## src/hw/rtl/ces_pkg.sv

```systemverilog
// Shared types and constants for the counting sort engine.
// Used by every module of the block; depends on nothing.
package ces_pkg;

   localparam int VALUE_W     = 8;
   localparam int MAX_VALUE   = 255;
   localparam int NUM_BINS    = MAX_VALUE + 1;
   localparam int BIN_W       = $clog2(NUM_BINS);
   localparam int MAX_ITEMS   = 1024;
   localparam int COUNT_W     = $clog2(MAX_ITEMS + 1);
   localparam int QUEUE_DEPTH = 2;
   localparam int QPTR_W      = (QUEUE_DEPTH > 1) ? $clog2(QUEUE_DEPTH) : 1;
   localparam int QCNT_W      = $clog2(QUEUE_DEPTH + 1);

   typedef enum logic {
      OP_LOAD  = 1'b0,
      OP_FETCH = 1'b1
   } ces_op_type;

   typedef struct packed {
      logic               req_type;
      logic [VALUE_W-1:0] value;
   } ces_req_type;

   typedef struct packed {
      logic [VALUE_W-1:0] sorted_value;
      logic               last;
      logic               empty_res;
   } ces_rsp_type;

   typedef struct packed {
      ces_op_type         op;
      logic               in_range;
      logic [BIN_W-1:0]   bin;
   } ces_cmd_type;

endpackage

```

## src/hw/rtl/ces_front.sv

```systemverilog
// Front end: accepts request beats into a holding register and classifies them.
// Depends on ces_pkg.
module ces_front (
   input  logic                 clock,
   input  logic                 reset,
   input  logic                 req_valid,
   output logic                 req_stall,
   input  ces_pkg::ces_req_type req_data,
   input  logic                 q_full,
   output logic                 cmd_valid,
   output ces_pkg::ces_cmd_type cmd
);
   import ces_pkg::*;

   logic        cmd_valid_ff, cmd_valid_in;
   ces_cmd_type cmd_ff, cmd_in;
   logic        take;

   always_comb begin
      req_stall    = cmd_valid_ff & q_full;
      take         = req_valid & ~req_stall;
      cmd_valid_in = take | (cmd_valid_ff & q_full);
      cmd_in       = cmd_ff;
      if (take) begin
         cmd_in.op       = req_data.req_type ? OP_FETCH : OP_LOAD;
         cmd_in.in_range = (int'(req_data.value) <= MAX_VALUE);
         cmd_in.bin      = BIN_W'(req_data.value);
      end
   end

   always_ff @(posedge clock) begin
      if (reset) begin
         cmd_valid_ff <= 1'b0;
      end else begin
         cmd_valid_ff <= cmd_valid_in;
      end
      cmd_ff <= cmd_in;
   end

   assign cmd_valid = cmd_valid_ff;
   assign cmd       = cmd_ff;

endmodule

```

## src/hw/rtl/ces_queue.sv

```systemverilog
// Short command queue between the front end and the back end.
// Depends on ces_pkg.
module ces_queue (
   input  logic                 clock,
   input  logic                 reset,
   input  logic                 push_valid,
   input  ces_pkg::ces_cmd_type push_cmd,
   output logic                 full,
   output logic                 pop_valid,
   output ces_pkg::ces_cmd_type pop_cmd,
   input  logic                 pop
);
   import ces_pkg::*;

   ces_cmd_type       entries_ff [QUEUE_DEPTH];
   logic [QPTR_W-1:0] wr_ptr_ff, wr_ptr_in;
   logic [QPTR_W-1:0] rd_ptr_ff, rd_ptr_in;
   logic [QCNT_W-1:0] count_ff, count_in;
   logic              do_push, do_pop;

   function automatic logic [QPTR_W-1:0] next_ptr(input logic [QPTR_W-1:0] p);
      return (p == QPTR_W'(QUEUE_DEPTH - 1)) ? '0 : p + QPTR_W'(1);
   endfunction

   always_comb begin
      full      = (count_ff == QCNT_W'(QUEUE_DEPTH));
      pop_valid = (count_ff != '0);
      pop_cmd   = entries_ff[rd_ptr_ff];
      do_push   = push_valid & ~full;
      do_pop    = pop & pop_valid;
      wr_ptr_in = do_push ? next_ptr(wr_ptr_ff) : wr_ptr_ff;
      rd_ptr_in = do_pop  ? next_ptr(rd_ptr_ff) : rd_ptr_ff;
      count_in  = count_ff;
      if (do_push && !do_pop) begin
         count_in = count_ff + QCNT_W'(1);
      end else if (do_pop && !do_push) begin
         count_in = count_ff - QCNT_W'(1);
      end
   end

   always_ff @(posedge clock) begin
      if (reset) begin
         wr_ptr_ff <= '0;
         rd_ptr_ff <= '0;
         count_ff  <= '0;
      end else begin
         wr_ptr_ff <= wr_ptr_in;
         rd_ptr_ff <= rd_ptr_in;
         count_ff  <= count_in;
      end
      if (do_push) begin
         entries_ff[wr_ptr_ff] <= push_cmd;
      end
   end

endmodule

```

## src/hw/rtl/ces_back.sv

```systemverilog
// Back end: histogram memory, nonzero flags, scan pointer and result register.
// Depends on ces_pkg.
module ces_back (
   input  logic                 clock,
   input  logic                 reset,
   input  logic                 q_valid,
   input  ces_pkg::ces_cmd_type q_cmd,
   output logic                 q_pop,
   output logic                 rsp_valid,
   input  logic                 rsp_stall,
   output ces_pkg::ces_rsp_type rsp_data
);
   import ces_pkg::*;

   typedef enum logic [1:0] {
      ST_IDLE,
      ST_LOAD_WR,
      ST_SCAN,
      ST_FETCH_WR
   } state_type;

   state_type           state_ff, state_in;
   logic [NUM_BINS-1:0] nz_ff, nz_in;
   logic [BIN_W-1:0]    scan_ff, scan_in;
   logic [BIN_W-1:0]    work_addr_ff, work_addr_in;
   logic [COUNT_W-1:0]  held_ff, held_in;
   logic                rsp_valid_ff, rsp_valid_in;
   ces_rsp_type         rsp_data_ff, rsp_data_in;

   logic [COUNT_W-1:0]  bin_mem [NUM_BINS];
   logic [COUNT_W-1:0]  rd_data_ff;
   logic [BIN_W-1:0]    rd_addr, wr_addr;
   logic [COUNT_W-1:0]  wr_data;
   logic                mem_we;
   logic                out_free;

   always_comb begin
      state_in     = state_ff;
      nz_in        = nz_ff;
      scan_in      = scan_ff;
      work_addr_in = work_addr_ff;
      held_in      = held_ff;
      rsp_valid_in = rsp_valid_ff & rsp_stall;
      rsp_data_in  = rsp_data_ff;
      q_pop        = 1'b0;
      mem_we       = 1'b0;
      rd_addr      = scan_ff;
      wr_addr      = scan_ff;
      wr_data      = rd_data_ff;
      out_free     = ~rsp_valid_ff | ~rsp_stall;

      unique case (state_ff)
         ST_IDLE: begin
            rd_addr = q_cmd.bin;
            if (q_valid) begin
               if (q_cmd.op == OP_LOAD) begin
                  q_pop = 1'b1;
                  if (q_cmd.in_range && (held_ff < COUNT_W'(MAX_ITEMS))) begin
                     work_addr_in = q_cmd.bin;
                     held_in      = held_ff + COUNT_W'(1);
                     if (q_cmd.bin < scan_ff) begin
                        scan_in = q_cmd.bin;
                     end
                     state_in = ST_LOAD_WR;
                  end
               end else if (out_free) begin
                  q_pop = 1'b1;
                  if (held_ff == '0) begin
                     rsp_valid_in             = 1'b1;
                     rsp_data_in.sorted_value = '0;
                     rsp_data_in.last         = 1'b0;
                     rsp_data_in.empty_res    = 1'b1;
                  end else begin
                     state_in = ST_SCAN;
                  end
               end
            end
         end
         ST_LOAD_WR: begin
            mem_we               = 1'b1;
            wr_addr              = work_addr_ff;
            wr_data              = nz_ff[work_addr_ff] ? rd_data_ff + COUNT_W'(1)
                                                       : COUNT_W'(1);
            nz_in[work_addr_ff]  = 1'b1;
            state_in             = ST_IDLE;
         end
         ST_SCAN: begin
            if (nz_ff[scan_ff]) begin
               state_in = ST_FETCH_WR;
            end else begin
               scan_in = scan_ff + BIN_W'(1);
            end
         end
         ST_FETCH_WR: begin
            mem_we  = 1'b1;
            wr_data = rd_data_ff - COUNT_W'(1);
            if (rd_data_ff == COUNT_W'(1)) begin
               nz_in[scan_ff] = 1'b0;
            end
            held_in                  = held_ff - COUNT_W'(1);
            rsp_valid_in             = 1'b1;
            rsp_data_in.sorted_value = VALUE_W'(scan_ff);
            rsp_data_in.last         = (held_ff == COUNT_W'(1));
            rsp_data_in.empty_res    = 1'b0;
            if (held_ff == COUNT_W'(1)) begin
               scan_in = '0;
            end
            state_in = ST_IDLE;
         end
         default: begin
            state_in = ST_IDLE;
         end
      endcase
   end

   always_ff @(posedge clock) begin
      if (reset) begin
         state_ff     <= ST_IDLE;
         nz_ff        <= '0;
         scan_ff      <= '0;
         held_ff      <= '0;
         rsp_valid_ff <= 1'b0;
      end else begin
         state_ff     <= state_in;
         nz_ff        <= nz_in;
         scan_ff      <= scan_in;
         held_ff      <= held_in;
         rsp_valid_ff <= rsp_valid_in;
      end
      work_addr_ff <= work_addr_in;
      rsp_data_ff  <= rsp_data_in;
   end

   // histogram store: one write and one registered read per cycle
   always_ff @(posedge clock) begin
      if (mem_we) begin
         bin_mem[wr_addr] <= wr_data;
      end
      rd_data_ff <= bin_mem[rd_addr];
   end

   assign rsp_valid = rsp_valid_ff;
   assign rsp_data  = rsp_data_ff;

endmodule

```

## src/hw/rtl/counting_sort_engine.sv

```systemverilog
// Counting sort engine, top level.
// Depends on ces_pkg, ces_front, ces_queue and ces_back.
//
// Usage:
//   Request channel (req_valid / req_stall / req_data): each beat is either a
//   load (req_type 0), which counts value in a 256-bin histogram, or a fetch
//   (req_type 1), which returns the smallest value held and removes it.
//   Loads beyond 1024 held values are dropped and give no beat.
//   Response channel (rsp_valid / rsp_stall / rsp_data): one beat per fetch,
//   with last set on the final value of the set, or empty_res set (value 0)
//   when nothing is held. Loads give no response.
// Operation:
//   A beat is registered in the front register, then in the queue; the back
//   end decodes it at the queue head and takes the next only when done. A
//   load reads its bin, then writes it back incremented; an empty fetch
//   registers its response directly. A fetch scans bins from the scan pointer,
//   hit bin included, then writes back the decremented count and registers
//   the response. The scan resumes from the last bin emitted or a lower load.
// Reset clears the nonzero flags, count and scan pointer at once, with no
// clearing pass. A stalled response holds its beat; req_stall rises once full.
module counting_sort_engine (
   input  logic                 clock,
   input  logic                 reset,
   input  logic                 req_valid,
   output logic                 req_stall,
   input  ces_pkg::ces_req_type req_data,
   output logic                 rsp_valid,
   input  logic                 rsp_stall,
   output ces_pkg::ces_rsp_type rsp_data
);
   import ces_pkg::*;

   logic        cmd_valid;
   ces_cmd_type cmd;
   logic        q_full;
   logic        q_valid;
   ces_cmd_type q_cmd;
   logic        q_pop;

   ces_front u_front (
      .clock     (clock),
      .reset     (reset),
      .req_valid (req_valid),
      .req_stall (req_stall),
      .req_data  (req_data),
      .q_full    (q_full),
      .cmd_valid (cmd_valid),
      .cmd       (cmd)
   );

   ces_queue u_queue (
      .clock      (clock),
      .reset      (reset),
      .push_valid (cmd_valid),
      .push_cmd   (cmd),
      .full       (q_full),
      .pop_valid  (q_valid),
      .pop_cmd    (q_cmd),
      .pop        (q_pop)
   );

   ces_back u_back (
      .clock     (clock),
      .reset     (reset),
      .q_valid   (q_valid),
      .q_cmd     (q_cmd),
      .q_pop     (q_pop),
      .rsp_valid (rsp_valid),
      .rsp_stall (rsp_stall),
      .rsp_data  (rsp_data)
   );

endmodule

```

## config.mk

```make
export PLATFORM = sky130hd
export DESIGN_NAME = counting_sort_engine
export DESIGN_NICKNAME = d
export VERILOG_FILES = /design/src/hw/rtl/ces_pkg.sv /design/src/hw/rtl/ces_front.sv /design/src/hw/rtl/ces_queue.sv /design/src/hw/rtl/ces_back.sv /design/src/hw/rtl/counting_sort_engine.sv
export SDC_FILE = /design/constraint.sdc
export NUM_CORES = 2
export LEC_CHECK = 0
export ABC_CLOCK_PERIOD_IN_PS = 27400
export BUFFER_PORTS_ARGS = -buffer_cell sky130_fd_sc_hd__buf_2
export CAP_MARGIN = 20
export CORE_MARGIN = 2
export CORE_UTILIZATION = 50
export CTS_BUF_LIST = sky130_fd_sc_hd__clkbuf_4
export CTS_CLUSTER_DIAMETER = 80
export CTS_CLUSTER_SIZE = 30
export DETAILED_ROUTE_END_ITERATION = 7
export PLACE_DENSITY = 0.63
export SLEW_MARGIN = 0
export SYNTH_ARGS = -nofsm -noshare
export SYNTH_HDL_FRONTEND = slang
export SYNTH_SLANG_ARGS = --single-unit
```

## constraint.sdc

```tcl
create_clock -name clock -period 27.4 [get_ports clock]
set_input_delay 4.11 -clock clock [delete_from_list [all_inputs] [get_ports clock]]
set_output_delay 4.11 -clock clock [all_outputs]
set_load 0.01 [all_outputs]
```

## After elaboration in Yosys (flattened, before gate mapping)

Memories as Yosys holds them, arrays and structs flattened. A register that Yosys moved wholly into a read port is not among the register bits.
Index checks and enable logic that the tools add are counted.

| storage, ports and cells | value |
|---|---|
| output and inout bits | 12 |
| memory bits (writable) | 2834 |
| bits of input ports | 13 |
| logic and storage cells | 146 |
| memories | 2 |
| flip-flop bits (word level) | 310 |

| cells by class | value |
|---|---|
| order comparisons | 6 |
| reductions and logical operators | 21 |
| mux-type cells | 58 |
| bitwise gates (word level) | 15 |
| add/subtract/negate cells | 9 |
| eq/ne operators | 20 |

Memories:

| name | words | width | rd ports | clocked after Yosys merged registers in | wr ports | line | source |
|---|---|---|---|---|---|---|---|
| u_back.bin_mem | 256 | 11 | 1 | 1 | 1 | ces_back.sv:30 | `logic [COUNT_W-1:0] bin_mem [NUM_BINS];` |
| u_queue.entries_ff | 2 | 9 | 1 | 1 | 1 | ces_queue.sv:15 | `ces_cmd_type entries_ff [QUEUE_DEPTH];` |

Operator list:

| kind | number |
|---|---|
| $pmux 256 s2 | 1 |
| $and 256x256->256 | 1 |
| $mux 256 | 1 |
| $not 256->256 | 1 |
| $or 256x256->256 | 1 |
| $mux 8 | 8 |
| $mux 11 | 4 |
| $pmux 11 s2 | 2 |
| $mux 10 | 4 |
| $pmux 8 s3 | 1 |
| $add 11x1->11 const B | 2 |
| $eq 11x1->1 const B | 2 |
| $mux 1 | 22 |
| $sub 11x1->11 const B | 2 |
| $pmux 10 s2 | 1 |
| $lt 8x9->1 const B | 2 |
| $bmux 1 s8 | 2 |
| $demux 1 s8 | 2 |
| $ge 8x1->1 const B | 2 |
| $mux 2 | 8 |
| $ne 2x1->1 const B | 8 |
| $logic_not 11->1 | 1 |
| $lt 11x11->1 const B | 1 |
| $reduce_and 5->1 | 2 |
| 25 further kinds | 48 |

## Longest topological paths before layout

| logic depth | value |
|---|---|
| depth in word-level cells | 10 |
| mapped depth | 17 |
| depth with buffers taken out | 12 |

## Modules after synthesis

Synthesis repeated with hierarchy kept, for this count alone.

| unflattened totals | value |
|---|---|
| cells, all modules | 7190 |
| area total of the unflattened synthesis | 127730.0 sq um |

By module, submodules not included:

| module | instances | seq. area each (sq um) | cells an instance | area each (sq um) |
|---|---|---|---|---|
| ces_back | 1 | 90887.2 | 7118 | 126463.8 |
| ces_queue | 1 | 700.7 | 56 | 938.4 |
| ces_front | 1 | 290.3 | 16 | 327.8 |

## Worst setup path after synthesis

OpenSTA, ideal clock, no wires.

| path | value |
|---|---|
| kind | register -> register |
| from | reg u_back.work_addr_ff[1] |
| to | mem u_back.bin_mem[0][2] (netlist bit), data pin |
| arrival | 12.214 ns |
| stages on the path, launching flop included | 13 |
| setup time | 2.187 ns |
| required time | 25.213 ns |
| slack | 12.999 ns |
| period minus slack after synthesis | 14.401 ns |
| buffers on the path | 4 |
| cell sequence | edfxtp_1 > clkbuf_1 > clkbuf_1 > buf_2 > mux4_2 > mux2i_1 > o21ai_0 > a31oi_1 > o21ai_0 > or3_4 > nand2_2 > buf_4 > o21ai_0 |

| between the ends | value |
|---|---|
| cells in the longest elaborated chain, start to end | 4 |

RTL lines:

| what | line | source |
|---|---|---|
| from (decl) | ces_back.sv:25 | `logic [BIN_W-1:0] work_addr_ff, work_addr_in;` |
| from (signal assigned) | ces_back.sv:130 | `work_addr_ff <= work_addr_in;` |
| $bmux 1 s8 | ces_back.sv:82 | `wr_data = nz_ff[work_addr_ff] ? rd_data_ff + COUNT_W'(1)` |
| $mux 1 (implied by the code) | ces_back.sv:82 |  |
| $mux 11 | ces_back.sv:82 |  |
| $pmux 11 s2 | ces_back.sv:52 | `unique case (state_ff)` |
| via u_back.wr_data[2] | ces_back.sv:33 | `logic [COUNT_W-1:0] wr_data;` |
| to (decl) | ces_back.sv:30 |  |

The timed path passes the listed nets, and every way through them passes these cells. The select of a mux whose other input is x is not followed.

## Worst setup path after layout

| path | value |
|---|---|
| from | reg u_back.work_addr_ff[0] |
| to | mem u_back.bin_mem[12][0] (netlist bit), data pin |

The elaborated chain is that of the path after synthesis.

==> summary.md <==
| Metric | Value |
|---|---|
| Clk pin slew, worst setup/hold paths | 0.25 ns |
| Via density | 6.61 |
| Yosys warning count | 0 |
| Clk Tree Root Cell | clkbuf_4 |
| Clock buffer depth | 3 |
| Max_slew headroom | 0.163 |
| DRT iter0 DRCs | 13.1k |
| WP data required | 28.46 ns |
| Post-CTS Hold Buffers | 0 |
| Top cells by area, synth | edfxtp_1 (67%), mux4_2 (7.9%), nand2_1 (4.6%), dfxtp_1 (4.6%), nand3_1 (2.7%) |
| Synthesized area | 128,000 um2 |
| Die ar. | 260,000 um2 |
| Outcome | complete, no violations |
| DRC Markers | 0 |
| PortBufs | 24 |
| HP Class | register to register |
| First-pass GRT wire length | 565,000 um |
| Post-Syn Instances | 8,761 |
| Cell taking the most area after synthesis | edfxtp_1 |
| Max rail drop VDD | 0.167 mV |
| Routed len/inst | 32.6 um |
| Reg-to-reg slack, setup | 19.77 ns |
| Post-CTS sizing | 0 |
| Register area share after synthesis | 0.717 |
| Largest net degree at the start of global routing | 217 |
| Core ar. | 254,000 um2 |
| CTS tree | done |
| Combinational power share | 0.519 |
| Post-synthesis cell type count | 73 |
| Die height | 510 um |
| Most instantiated cells after synthesis | edfxtp_1 (2,861), nand2_1 (1,587), nand3_1 (698) |
| Effective utilization at floorplan | 0.504 |
| CP max FO | 98 |
| Clk_lat worst skew | 1.46 ns |
| Synth-to-Final Area Change | 6.58% |
| Ys async rst share | 0 |
| Top-count cell post-synth | edfxtp_1 |
| Final setup TNS | 0 ns |
| Total GRT Usage | 0.305 |
| Clock power frac | 0.111 |
| PwrDens | 124 nW/um2 |
| Sw frac | 0.469 |
| FMAX | 0.131 GHz |
| Routed via count | 81.4k |
| Dominant synthesized flop cell | edfxtp_1 |
| Reg2reg end | u_back.bin_mem[12][0]$_DFFE_PP_ |
| Mapped Avg Cell Area | 14.6 um2 |
| Worst Setup SP | u_back.work_addr_ff[0]$_DFFE_PP_ |
| Number of placement rows | 185 |
| Layout net count | 8,851 |
| Layout cells sized above 1 | 0.145 |
| Hold Crit Endpoint | u_back.nz_ff[102]$_SDFFE_PP0P_ |
| Total CTS buffers | 142 |
| Tightest Pin Transition | 1.25 ns |
| Net Sw Power | 7.96 mW |
| Crit share post-route | 0.278 |
| # fillers | 20.4k |
| Post-synth net total | 8,797 |
| Post-CTS setup buffer count | 0 |
| #FFs+latches synth | 3,156 |
| Placed cell count | 12.0k |
| Routability cong. | 0.956 |
| Leakage Power | 43.6 nW |
| Sequential share of power | 0.370 |
| Clk_skew | 0.177 ns |
| Arr. time, crit path | 8.69 ns |
| Number of flops mapped to enable cells by yosys | 2,861 |
| Min-Delay Startpoint | u_back.nz_ff[102]$_SDFFE_PP0P_ |
| Total iterations of the first detailed-routing run | 6 |
| DP HPWL | 243,000 um |
| Post-Layout Cell Count | 12.3k |
| Routed wire length | 401,000 um |
| Finished Core Util | 0.537 |
| Cell-internal power | 9.02 mW |
| Share of the synthesized area in the top cell type | 0.670 |
| GRT overflow | 0 |
| Worst Hold Depth | 2 |
| Final Hold Vio Count | 0 |
| Final setup viols | 0 |
| Final Slew Violations | 0 |
| Vias in the first global route | 75.7k |
| CTS Sinks | 3,156 |
| Ports | 25 |
| Die width | 510 um |
| RSZ-0062 raised after global routing | false |
| R2R depth | 14 |
| H-tree depth | 4 |
| CP endpoint kind | register |
| Worst r2r src | u_back.work_addr_ff[0]$_DFFE_PP_ |
| CP startpoint kind | register |
| Max-cap violations | 0 |
| Post-DRT Antenna Nets | 0 |
| Min Tclk post-route | 7.63 ns |
| Antenna violations before repair | 31 |
| Crit path kind | register to register |
power groups by stage:
stage                     logic [mW]  registers [mW]  clock network (mW)
final                           8.82            6.28                1.88
after global routing            9.17            6.28                2.05
after CTS                       8.66            6.27                1.90
after detailed placement        8.63            6.38                   0
after global placement          8.51            6.37                   0
after floorplan                 5.05            6.73                   0
cells by family (layout without fill, tap and decap cells):
family,count (synthesis),count (layout),synth area share
buf+inv,616,771,0.0212
other cells,0,27,0
mux,713,713,0.0996
compound gates,1178,1178,0.0563
fa+ha+maj,23,23,0.00225
simple gates,3050,3050,0.102
flops,3156,3156,0.717
xor+xnor,25,25,0.00171
worst max path at each step:
stage / end / cells after the start
6_report: u_back.bin_mem[12][0]$_DFFE_PP_ / 14
5_1_grt: u_back.bin_mem[14][0]$_DFFE_PP_ / 14
4_1_cts: u_back.bin_mem[12][0]$_DFFE_PP_ / 14
3_5_place_dp: u_back.bin_mem[12][0]$_DFFE_PP_ / 14
3_3_place_gp: u_back.bin_mem[12][0]$_DFFE_PP_ / 14
2_1_floorplan: u_back.bin_mem[0][2]$_DFFE_PP_ / 12
cells in the final DEF, fill, tap and decap left out, types with 13 or more instances in the layout:
cell	instances
nor4_1	25
buf_4	410
diode_2	27
a221oi_1	66
nor3_1	64
nor2b_1	30
ha_1	23
a22oi_1	103
mux2_2	15
inv_1	26
buf_6	41
or3_1	13
dfxtp_1	293
nor2_2	22
mux4_2	447
a21oi_1	396
edfxtp_1	2861
nand2b_1	14
a32oi_1	23
mux2i_1	245
a211oi_1	53
nor2_1	399
and3_1	49
buf_2	26
clkbuf_4	171
o22ai_1	35
o21ai_0	278
nand4_1	74
o2111ai_1	14
a22o_1	15
nand2_1	1582
and2_1	19
a31oi_1	85
nand3_1	698
xor2_1	14
metal layers:
metal,wire (um),track usage,up-vias
met5,145,0,-
met4,20200,0.135,20
met3,46100,0.0591,882
met2,184000,0.467,5428
met1,151000,0.427,41563
li1,-,-,33489
sequential cells by signal, summed over array words and instances (netlist names), named ones only:
name / count
u_back.work_addr_ff: 8
u_front.cmd: 9
u_back.rsp_data: 10
u_back.nz_ff: 256
u_front.cmd_valid: 1
u_queue.rd_ptr_ff: 1
u_queue.entries_ff: 18
u_queue.count_ff: 2
u_queue.wr_ptr_ff: 1
u_back.state_ff: 2
u_back.held_ff: 11
u_back.rsp_valid: 1
u_back.rd_data_ff: 11
u_back.scan_ff: 8
u_back.bin_mem: 2816
worst max-delay path, cell delays in order (launching register included):
cell	delay, ns
edfxtp_1	0.38
buf_4	0.71
buf_4	0.61
mux4_2	0.58
mux4_2	0.49
a22o_1	0.24
a32oi_1	0.27
nand3_1	0.15
or3_4	0.47
nand2_2	0.28
o21ai_0	0.24
a21oi_4	0.27
buf_4	0.56
buf_4	0.89
buf_4	0.86
through the flow:
step / setup slack [ns] / hold slack [ns] / power (mW) / area [um2]
after global placement: 20.04 / 0.468 / 14.9 / 133000
after global routing: 19.41 / 0.526 / 17.5 / 137000
after floorplan: 13.00 / 0.421 / 11.8 / 128000
after CTS: 19.79 / 0.503 / 16.8 / 136000
final: 19.77 / 0.501 / 17.0 / 137000
after detailed placement: 19.86 / 0.460 / 15.0 / 134000
area by class of cell:
| class | instances | area, um2 | area share |
|---|---|---|---|
| Inverter | 30 | 113 | 0.000825 |
| Multi-Input combinational cell | 4989 | 34100 | 0.249 |
| Antenna cell | 27 | 67.6 | 0.000495 |
| Timing Repair Buffer | 496 | 4070 | 0.0298 |
| Clock buffer | 170 | 1280 | 0.00934 |
| Sequential cell | 3156 | 91800 | 0.672 |
| Clock inverter | 75 | 941 | 0.00689 |
| Tap cell | 3366 | 4210 | 0.0308 |
Power figures use the tool's default switching activity.
